===== config.mk =====
export PLATFORM = sky130hd
export DESIGN_NAME = pwlh_div1000
export DESIGN_NICKNAME = d
export VERILOG_FILES = /design/src/hw/rtl/pwlh_pkg.sv /design/src/hw/rtl/pwlh_div1000.sv
export SDC_FILE = /design/constraint.sdc
export NUM_CORES = 1
export LEC_CHECK = 0
export ABC_AREA = 1
export BUFFER_PORTS_ARGS = -buffer_cell sky130_fd_sc_hd__buf_2
export CAP_MARGIN = 20
export CORE_UTILIZATION = 40
export CTS_CLUSTER_DIAMETER = 150
export DETAILED_ROUTE_END_ITERATION = 10
export PLACE_DENSITY_LB_ADDON = 0.05
export SLEW_MARGIN = 20
export SYNTH_ARGS = -nofsm -noshare
export SYNTH_HDL_FRONTEND = slang
export SYNTH_SLANG_ARGS = --single-unit

===== constraint.sdc =====
create_clock -name clk -period 13.45 [get_ports clk]
set_input_delay 0.6725 -clock clk [delete_from_list [all_inputs] [get_ports clk]]
set_output_delay 0.6725 -clock clk [all_outputs]
set_load 0.01 [all_outputs]

===== src/hw/rtl/pwlh_pkg.sv =====
// Shared types, constants and codes of the task wait latency histogram.
`timescale 1ns / 1ps

package pwlh_pkg;

  localparam int TASK_W    = 22;
  localparam int TIME_W    = 64;
  localparam int LAT_W     = 55;
  localparam int EDGE_W    = 24;
  localparam int BKT_W     = 3;
  localparam int CNT_OUT_W = 32;
  localparam int CFG_IDX_W = 3;
  localparam int NBUCKETS  = 7;
  localparam int NEDGES    = 6;
  localparam int NS_PER_US = 1000;

  localparam int STAMP_SLOTS_DEF = 64;
  localparam int HIST_SLOTS_DEF  = 64;
  localparam int COUNT_BITS_DEF  = 32;

  localparam logic [EDGE_W-1:0] EDGE_RESET [NEDGES] = '{
    24'd5, 24'd10, 24'd20, 24'd50, 24'd100, 24'd1000
  };

  typedef enum logic [1:0] {
    MODE_WAKE   = 2'd0,
    MODE_SWITCH = 2'd1,
    MODE_READ   = 2'd2,
    MODE_NONE   = 2'd3
  } mode_t;

  typedef enum logic [2:0] {
    ST_STAMPED  = 3'd0,
    ST_COUNTED  = 3'd1,
    ST_MISSED   = 3'd2,
    ST_FULL     = 3'd3,
    ST_READOUT  = 3'd4,
    ST_NOTFOUND = 3'd5
  } status_t;

  typedef struct packed {
    logic [1:0]        mode;
    logic [TASK_W-1:0] task_id;
    logic              task_runnable;
    logic [TASK_W-1:0] incoming_id;
    logic [TIME_W-1:0] now_ns;
  } pwlh_in_t;

  typedef struct packed {
    status_t              status;
    logic [TASK_W-1:0]    out_task;
    logic [LAT_W-1:0]     latency_us;
    logic [BKT_W-1:0]     bucket;
    logic [CNT_OUT_W-1:0] count;
    logic                 last;
  } pwlh_out_t;

endpackage


===== src/hw/rtl/pwlh_div1000.sv =====
// Divider of a 64-bit nanosecond span by 1000, one 16-bit quotient digit at a time.
`timescale 1ns / 1ps

module pwlh_div1000 import pwlh_pkg::*; (
  input  logic              clk,
  input  logic              rst_n,
  input  logic              start,
  input  logic [TIME_W-1:0] dividend,
  output logic              busy,
  output logic [TIME_W-1:0] quot
);

  // long division in 16-bit digits; each partial value v < 1000 * 2^16 < 2^26,
  // so floor(v / 1000) = (v * RECIP) >> RSH exactly
  localparam int DIG_W  = 16;
  localparam int NDIG   = TIME_W / DIG_W;
  localparam int REM_W  = $clog2(NS_PER_US);
  localparam int V_W    = REM_W + DIG_W;
  localparam int RSH    = V_W + REM_W;
  localparam int RCP_W  = V_W + 1;
  localparam int PROD_W = V_W + RCP_W;
  localparam int CNT_W  = $clog2(NDIG);
  localparam logic [RCP_W-1:0] RECIP =
    RCP_W'(((64'd1 << RSH) + 64'(NS_PER_US) - 64'd1) / 64'(NS_PER_US));

  logic [REM_W-1:0]  rem_r;
  logic [TIME_W-1:0] dvd_r;
  logic [DIG_W-1:0]  q_r;
  logic [CNT_W-1:0]  cnt_r;
  logic              busy_r;
  logic              ph_r;
  logic [V_W-1:0]    v;
  logic [PROD_W-1:0] prod;
  logic [V_W-1:0]    qk;

  assign v    = {rem_r, dvd_r[TIME_W-1 -: DIG_W]};
  assign prod = PROD_W'(v) * PROD_W'(RECIP);
  assign qk   = V_W'(q_r) * V_W'(NS_PER_US);

  // first phase of a digit forms the quotient digit, second phase the remainder
  always_ff @(posedge clk) begin
    if (!rst_n) begin
      busy_r <= 1'b0;
      ph_r   <= 1'b0;
      cnt_r  <= '0;
    end else if (start) begin
      busy_r <= 1'b1;
      ph_r   <= 1'b0;
      cnt_r  <= '0;
      rem_r  <= '0;
      dvd_r  <= dividend;
    end else if (busy_r) begin
      if (!ph_r) begin
        q_r  <= prod[RSH +: DIG_W];
        ph_r <= 1'b1;
      end else begin
        rem_r <= REM_W'(v - qk);
        dvd_r <= {dvd_r[TIME_W-DIG_W-1:0], q_r};
        ph_r  <= 1'b0;
        cnt_r <= cnt_r + CNT_W'(1);
        if (cnt_r == CNT_W'(NDIG - 1)) begin
          busy_r <= 1'b0;
        end
      end
    end
  end

  assign busy = busy_r;
  assign quot = dvd_r;

endmodule


Word level (Yosys, flattened, before mapping)
Cells that the tools add are included.
{ "totals": {"ff_bits": 94, "input_bits": 67, "output_inout_bits": 65, "elab_cells": 30} }
{ "op_classes": {"n_addsub": 2, "mul": 2, "n_eq_ne": 1, "muxes": 10, "n_bitwise": 3, "n_reduce_logical": 6} }
{ "op_table": {"columns": ["cell", "n"], "rows": [
  ["$mux W64", 3],
  ["$mul A26 B27 Y52 const B", 1],
  ["$mux W10", 2],
  ["$mul A16 B7 Y7 const B", 1],
  ["$sub A10 B10 Y10", 1],
  ["$mux W1", 5],
  ["$reduce_and A4 Y1", 1],
  ["$reduce_bool A2 Y1", 2],
  ["$not A1 Y1", 3],
  ["$reduce_and A3 Y1", 1],
  ["$add A2 B1 Y2 const B", 1],
  ["$eq A2 B2 Y1 const B", 1],
  ["$reduce_and A2 Y1", 1],
  ["$reduce_or A2 Y1", 1]
]} }

Longest topological paths before layout
Gate-level depths: netlist of the first run.
{ "logic_depth": {"depth_word": 5, "mapped_depth": 26, "ltp_nobuf": 26} }

Worst setup path after synthesis of the first run
No wires, ideal clock.
{ "synth_path": {"kind": "reg2reg", "from": "register dvd_r[59], in the netlist quot[59]", "to": "register q_r[4] (data pin)", "setup_ns": 0.253, "arrival_time_ns": 5.167, "required_ns": 13.197, "slack_ns": 8.030, "stages_incl_launch_ff": 20, "n_path_buf": 0, "period_less_slack_ns": 5.420, "path_cell_list": "edfxtp_1 inv_1 fa_1 fa_1 fa_1 fa_1 fa_1 inv_1 fa_1 inv_1 fa_1 inv_1 ha_1 nand2_1 nor2_1 nand2_1 o21ai_0 nand2_1 nand4_1 nand2_1"} }
{ "synth_via": {"elab_chain_cells": 1} }
{ "synth_rtl": {"columns": ["item", "line_no", "source"], "rows": [
  ["from (decl)", "pwlh_div1000.sv:27", "logic [TIME_W-1:0] dvd_r;"],
  ["from (signal assigned)", "pwlh_div1000.sv:51", "dvd_r <= dividend;"],
  ["from (signal assigned)", "pwlh_div1000.sv:58", "dvd_r <= {dvd_r[TIME_W-DIG_W-1:0], q_r};"],
  ["$mul A26 B27 Y52", "pwlh_div1000.sv:37", "assign prod = PROD_W'(v) * PROD_W'(RECIP);"],
  ["net prod[40]", "pwlh_div1000.sv:33", "logic [PROD_W-1:0] prod;"],
  ["to (signal assigned)", "pwlh_div1000.sv:54", "q_r <= prod[RSH +: DIG_W];"],
  ["to (decl)", "pwlh_div1000.sv:28", "logic [DIG_W-1:0] q_r;"]
]} }
The timed path passes the listed nets, and every way through them passes these cells.
A chain may end at the register's enable or synchronous reset.

Final worst setup path of the first run
{ "layout_path": {"from": "register dvd_r[57], in the netlist quot[57]", "to": "register q_r[11] (data pin)"} }
Same word-level chain as after synthesis.

==> results of run 1 <==
## path summary, 6_finish.rpt
check	slack, ns	to	cells after the start	from
setup / recovery	6.94	q_r[11]	22	quot[57]
hold / removal	0.48	cnt_r[1]	2	cnt_r[1]
setup reg to reg	6.94	q_r[11]	22	quot[57]
hold reg to reg	0.48	cnt_r[1]	2	cnt_r[1]
## final cells by class
class,count,share of cell area [%]
Antenna cell,2,0.0282
Sequential cell,94,15.7
Tap cell,525,3.71
Inverter,517,11.0
Clock buffer,9,1.27
Timing Repair Buffer,140,4.08
Clock inverter,7,0.212
Multi-Input combinational cell,1267,64.0
## sequential cells by signal, summed over array words and instances (netlist names)
register  cells
quot         64
busy          1
rem_r        10
q_r          16
ph_r          1
cnt_r         2
## kinds of logic after synthesis
logic type      after synthesis
compound gates              120
xor+xnor                     16
fa+ha+maj                   502
buf+inv                     534
flops                        94
simple gates                629
## metrics by stage
step           hold slack (ns)  std cells  cell area (um^2)  setup WS, ns
3_5_place_dp             0.473       2543             17500          6.94
6_report                 0.479       2561             17700          6.94
2_1_floorplan            0.444       1895             16100          8.03
3_3_place_gp             0.456       2543             17500          6.98
5_1_grt                  0.507       2559             17700          6.55
4_1_cts                  0.484       2559             17700          6.90
## tightest hold or removal path, delay by kind of cell (launching register included)
kind            cells  cell delay [ns]
flops               1             0.32
simple gates        1             0.06
compound gates      1             0.05
## Yosys cell counts (4+ instances only)
| master | n | area [um^2] |
|---|---|---|
| edfxtp_1 | 90 | 2700 |
| nand2_2 | 9 | 56.3 |
| inv_2 | 9 | 33.8 |
| xor2_1 | 9 | 78.8 |
| nand4_1 | 22 | 138 |
| nor3_2 | 14 | 140 |
| ha_1 | 286 | 3580 |
| clkbuf_1 | 15 | 56.3 |
| a21oi_1 | 65 | 325 |
| inv_1 | 508 | 1910 |
| o21bai_1 | 13 | 97.6 |
| nor2_2 | 12 | 75.1 |
| nor3_1 | 8 | 40.0 |
| o21ai_0 | 39 | 195 |
| fa_1 | 216 | 4320 |
| nand2_1 | 453 | 1700 |
| nor2_1 | 65 | 244 |
| xnor2_1 | 7 | 61.3 |
| dfxtp_1 | 4 | 80.1 |
| nand3_1 | 37 | 185 |
## metal layers
layer	routed length [um]	global-route usage [%]	vias to the layer above	part of all wire [%]
li1	-	-	6054	-
met1	24100	37.1	5859	49
met2	22700	40.1	217	46
met3	1840	2.74	33	3.7
met4	700	5.13	0	1.4
met5	0	0	-	0
==> flow_metrics.py, run 1 <==
metrics = {
    "logic_synthesis": {
        "syn_area_um2": 16100,
        "synth_adder_area_share_pct": 49.0,
        "synth_cells": 1895,
        "yosys_warnings": 0,
        "synth_ff_type": "edfxtp_1",
        "synth_seq_cells": 94,
        "synth_top_family_by_area": "adder cells",
        "synth_edf_count": 90,
        "synth_compound_area_share_pct": 3.96,
        "syn-num-nets": 2464,
        "synth_xor_area_share_pct": 0.869,
        "yosysSeqAreaShare_pct": 17.2,
        "synth_area_per_cell_um2": 8.51,
        "synth.distinct_cells": 28,
        "synthArstFlopShare_pct": 0,
        "synth-simple-area-share_pct": 16.5,
        "muxShareOfSynthArea_pct": 0,
    },
    "timing": {
        "rsz0062_at_grt": "no",
        "skew_ns": 0.00849,
        "fmax_ghz": 0.154,
        "finalHoldViolCount": 0,
        "tns_ns": 0,
        "drv_slew": 0,
        "setup_viol": 0,
        "min_period_over_period_pct": 48.4,
        "max_slew_margin_pct": 29.4,
        "final.min_clock_period_ns": 6.51,
        "worst_pin_slew_ns": 1.06,
    },
    "placement": {
        "port-buffer-count": 131,
        "place_congestion": 0.885,
        "place.detailed.hpwl_um": 42800,
    },
    "grt": {
        "grt_max_degree": 76,
        "grt_pass1_wl_um": 76300,
        "overflow": 0,
        "grt_pass1_vias": 12800,
        "grt_usage_pct": 25.2,
        "antenna_found_initial": 1,
    },
    "worst_setup_path": {
        "path_cells": "inv_1 -> ha_1 -> fa_1 -> fa_1 -> fa_1 -> fa_1 -> inv_1 -> fa_1 -> inv_1 -> fa_1 -> inv_1 -> ha_1 -> a21oi_1 -> o21ai_0 -> nand2_1 -> nand2_1 -> nand2_1 -> nand2_1 -> nand2_1 -> nand3_1 -> nand2_1 -> nand2_1",
        "crit_type": "reg -> reg",
        "critPathBufInv": 4,
        "path_max_fanout": 12,
        "slowest_stage": "edfxtp_1",
        "critPathLaunchType": "flop",
        "required_ns": 13.58,
        "path_delay_family": "adder cells",
        "crit_arrival_ns": 6.63,
        "cpPeakStageDelay_ns": 1.05,
        "cp-end-kind": "flop",
        "crit_top_cell": "nand2_1",
    },
    "clock_tree": {
        "cts.path.max_buffers": 2,
        "postCtsSetupRepairBufs": 0,
        "cts_root_buffer": "clkbuf_16",
        "cts_num_sinks": 94,
        "insertion_delay_ns": 0.36,
        "cts_tree": "done",
        "clk_pin_slew_ns": 0.07,
        "cts_buffers": 9,
        "cts.htree.levels": 3,
        "cts_resized": 0,
        "ctsHoldBuffers": 0,
    },
    "routing": {
        "dr.pass1.iters": 5,
        "wire_per_inst_um": 19.3,
        "via_per_inst": 4.75,
        "wirelength_um": 49300,
        "vias": 12200,
        "drc": 0,
        "drt_iter0_drc": 674,
        "ant_nets": 0,
    },
    "worst_hold_path": {
        "min_path_type": "reg -> reg",
    },
    "floorplanning": {
        "fp-row-count": 73,
        "die_x_um": 203,
        "dieHeight_um": 203,
        "core-area_um2": 39700,
        "ios": 132,
        "start_util_pct": 40.6,
        "die_area_um2": 41100,
    },
    "final_layout": {
        "register_area_um2": 2780,
        "layout-drive-gt1-share_pct": 10.1,
        "postLayoutCoreUtil_pct": 44.6,
        "final_nets": 2598,
        "multiInputGateArea_um2": 11400,
        "num-fill-cells": 4020,
        "final_common_cell": "inv_1",
        "syn2layout_area_growth_pct": 9.84,
        "final_cell_mix": "507 x inv_1, 453 x nand2_1, 286 x ha_1",
    },
    "status": {
        "outcome": "finished clean",
    },
    "job": {
        "max-cap-violations": 0,
    },
}
Power of run 1 is left out: the tool's default activity adds up to more than one toggle a clock period on the data nets, which glitch-free logic cannot reach.
==> inputs of run 2 (changes only) <==
==> constraint.sdc (replaced) <==
create_clock -name clk -period 6.65 [get_ports clk]
set_input_delay 0.3325 -clock clk [delete_from_list [all_inputs] [get_ports clk]]
set_output_delay 0.3325 -clock clk [all_outputs]
set_load 0.01 [all_outputs]
==> flow_metrics.py, run 2 (same netlist as run 1, synthesis figures left out) <==
metrics = {
    "status": {
        "outcome": "finished clean",
    },
    "timing": {
        "final.min_clock_period_ns": 6.16,
        "fmax_ghz": 0.162,
        "max_slew_margin_pct": 29.1,
        "worst_pin_slew_ns": 1.06,
        "rsz0062_at_grt": "no",
        "skew_ns": 0.00806,
        "tns_ns": 0,
        "min_period_over_period_pct": 92.6,
        "fin_hold_ws_ns": 0.238,
        "finalHoldViolCount": 0,
        "drv_slew": 0,
        "setup_viol": 0,
    },
    "clock_tree": {
        "cts_root_buffer": "clkbuf_16",
        "cts_buffers": 9,
        "cts_tree": "done",
        "ctsHoldBuffers": 0,
        "insertion_delay_ns": 0.36,
        "cts.path.max_buffers": 2,
        "postCtsSetupRepairBufs": 0,
        "cts.htree.levels": 3,
        "clk_pin_slew_ns": 0.08,
        "cts_num_sinks": 94,
        "cts_resized": 0,
    },
    "final_layout": {
        "final_area_um2": 18000,
        "fin_cells": 2581,
        "diodes": 0,
        "final_nets": 2621,
        "final_cell_mix": "507 x inv_1, 453 x nand2_1, 286 x ha_1",
        "largest_reg_flops": 64,
        "final_common_cell": "inv_1",
        "layout-drive-gt1-share_pct": 11.3,
        "syn2layout_area_growth_pct": 11.4,
    },
    "worst_hold_path": {
        "min_path_type": "in -> reg",
        "hold_path_depth": 3,
        "whs_endpoint": "quot[56]",
        "min_from": "dividend[56]",
    },
    "worst_setup_path": {
        "rrSetupSlack_ns": 0.49,
        "r2r-end": "q_r[13]",
        "path_max_fanout": 8,
        "r2r_cells": 22,
        "crit_arrival_ns": 6.27,
        "crit_type": "reg -> reg",
        "critPathLaunchType": "flop",
        "reg2reg_from": "quot[57]",
        "cp-end-kind": "flop",
        "required_ns": 6.76,
    },
    "routing": {
        "via_per_inst": 4.77,
        "drt_iter0_drc": 711,
        "dr.pass1.iters": 5,
        "wire_per_inst_um": 19.5,
        "ant_nets": 0,
        "drc": 0,
        "vias": 12300,
        "wirelength_um": 50400,
    },
    "floorplanning": {
        "die_x_um": 203,
        "fp-row-count": 73,
        "ios": 132,
        "dieHeight_um": 203,
        "core-area_um2": 39700,
        "die_area_um2": 41100,
        "start_util_pct": 40.6,
    },
    "grt": {
        "top_usage_layer": "met2",
        "use_met2_pct": 41.0,
        "grt_usage_pct": 25.6,
        "grt_pass1_vias": 13000,
        "grt_util_met3_pct": 2.41,
        "grt_max_degree": 75,
        "overflow": 0,
        "grt_util_met1_pct": 37.3,
        "antenna_found_initial": 0,
        "grt_pass1_wl_um": 77900,
    },
    "placement": {
        "place.detailed.hpwl_um": 44600,
        "port-buffer-count": 131,
        "dp_cells": 2566,
        "place_area_um2": 17600,
        "place_congestion": 0.934,
    },
    "job": {
        "max-cap-violations": 0,
    },
}
-- run 2: cell count changes in the layout (fill, tap and decap cells not counted) --
cell        delta
buf_4         +23
bufinv_16      +3
inv_6          -1
clkinv_1       -4
clkinv_2       -1
inv_8          +1
diode_2        -2
clkinvlp_4     +1
-- run 2: worst max-delay path by stage --
stage,from,endpoint,depth (start not counted)
after floorplan,quot[59],q_r[4],19
after detailed placement,quot[57],q_r[15],22
after global routing,quot[57],q_r[11],22
after global placement,quot[57],q_r[13],22
after CTS,quot[57],q_r[15],22
final,quot[57],q_r[13],22
-- run 2: critical path, cell delays in order (launching register included) --
cell	delay, ns
edfxtp_1	0.78
inv_1	0.19
ha_1	0.37
fa_1	0.55
fa_1	0.44
fa_1	0.49
fa_1	0.55
inv_1	0.05
fa_1	0.47
inv_1	0.05
fa_1	0.50
inv_1	0.06
ha_1	0.32
a21oi_1	0.29
o21ai_0	0.18
nand2_1	0.10
nand2_1	0.09
nand2_1	0.08
nand2_1	0.05
nand2_1	0.07
nand3_1	0.09
nand2_1	0.07
nand2_1	0.05
-- run 2: layout make-up --
type / instances / area, um^2
clock buffers: 9 / 225
clock inverters: 6 / 118
fillers: 4063 / 21800
inverters: 517 / 1940
multi-input cells: 1267 / 11400
flip-flops and latches: 94 / 2780
well taps: 525 / 657
repair buffers: 163 / 896
-- run 2: per-layer routing --
layer	part of all wire (%)	up-vias
li1	-	6076
met5	0	-
met4	2.1	0
met3	3.3	48
met2	46	231
met1	49	5962
-- run 2: per-stage QoR --
| step | util (%) | setup slack, ns |
|---|---|---|
| 6_report | 45.2 | 0.491 |
| 4_1_cts | 45.2 | 0.470 |
| 3_3_place_gp | 44.4 | 0.501 |
| 2_1_floorplan | - | 1.23 |
| 3_5_place_dp | 44.4 | 0.501 |
| 5_1_grt | 45.2 | 0.149 |
Power of run 2 is left out for the same reason.
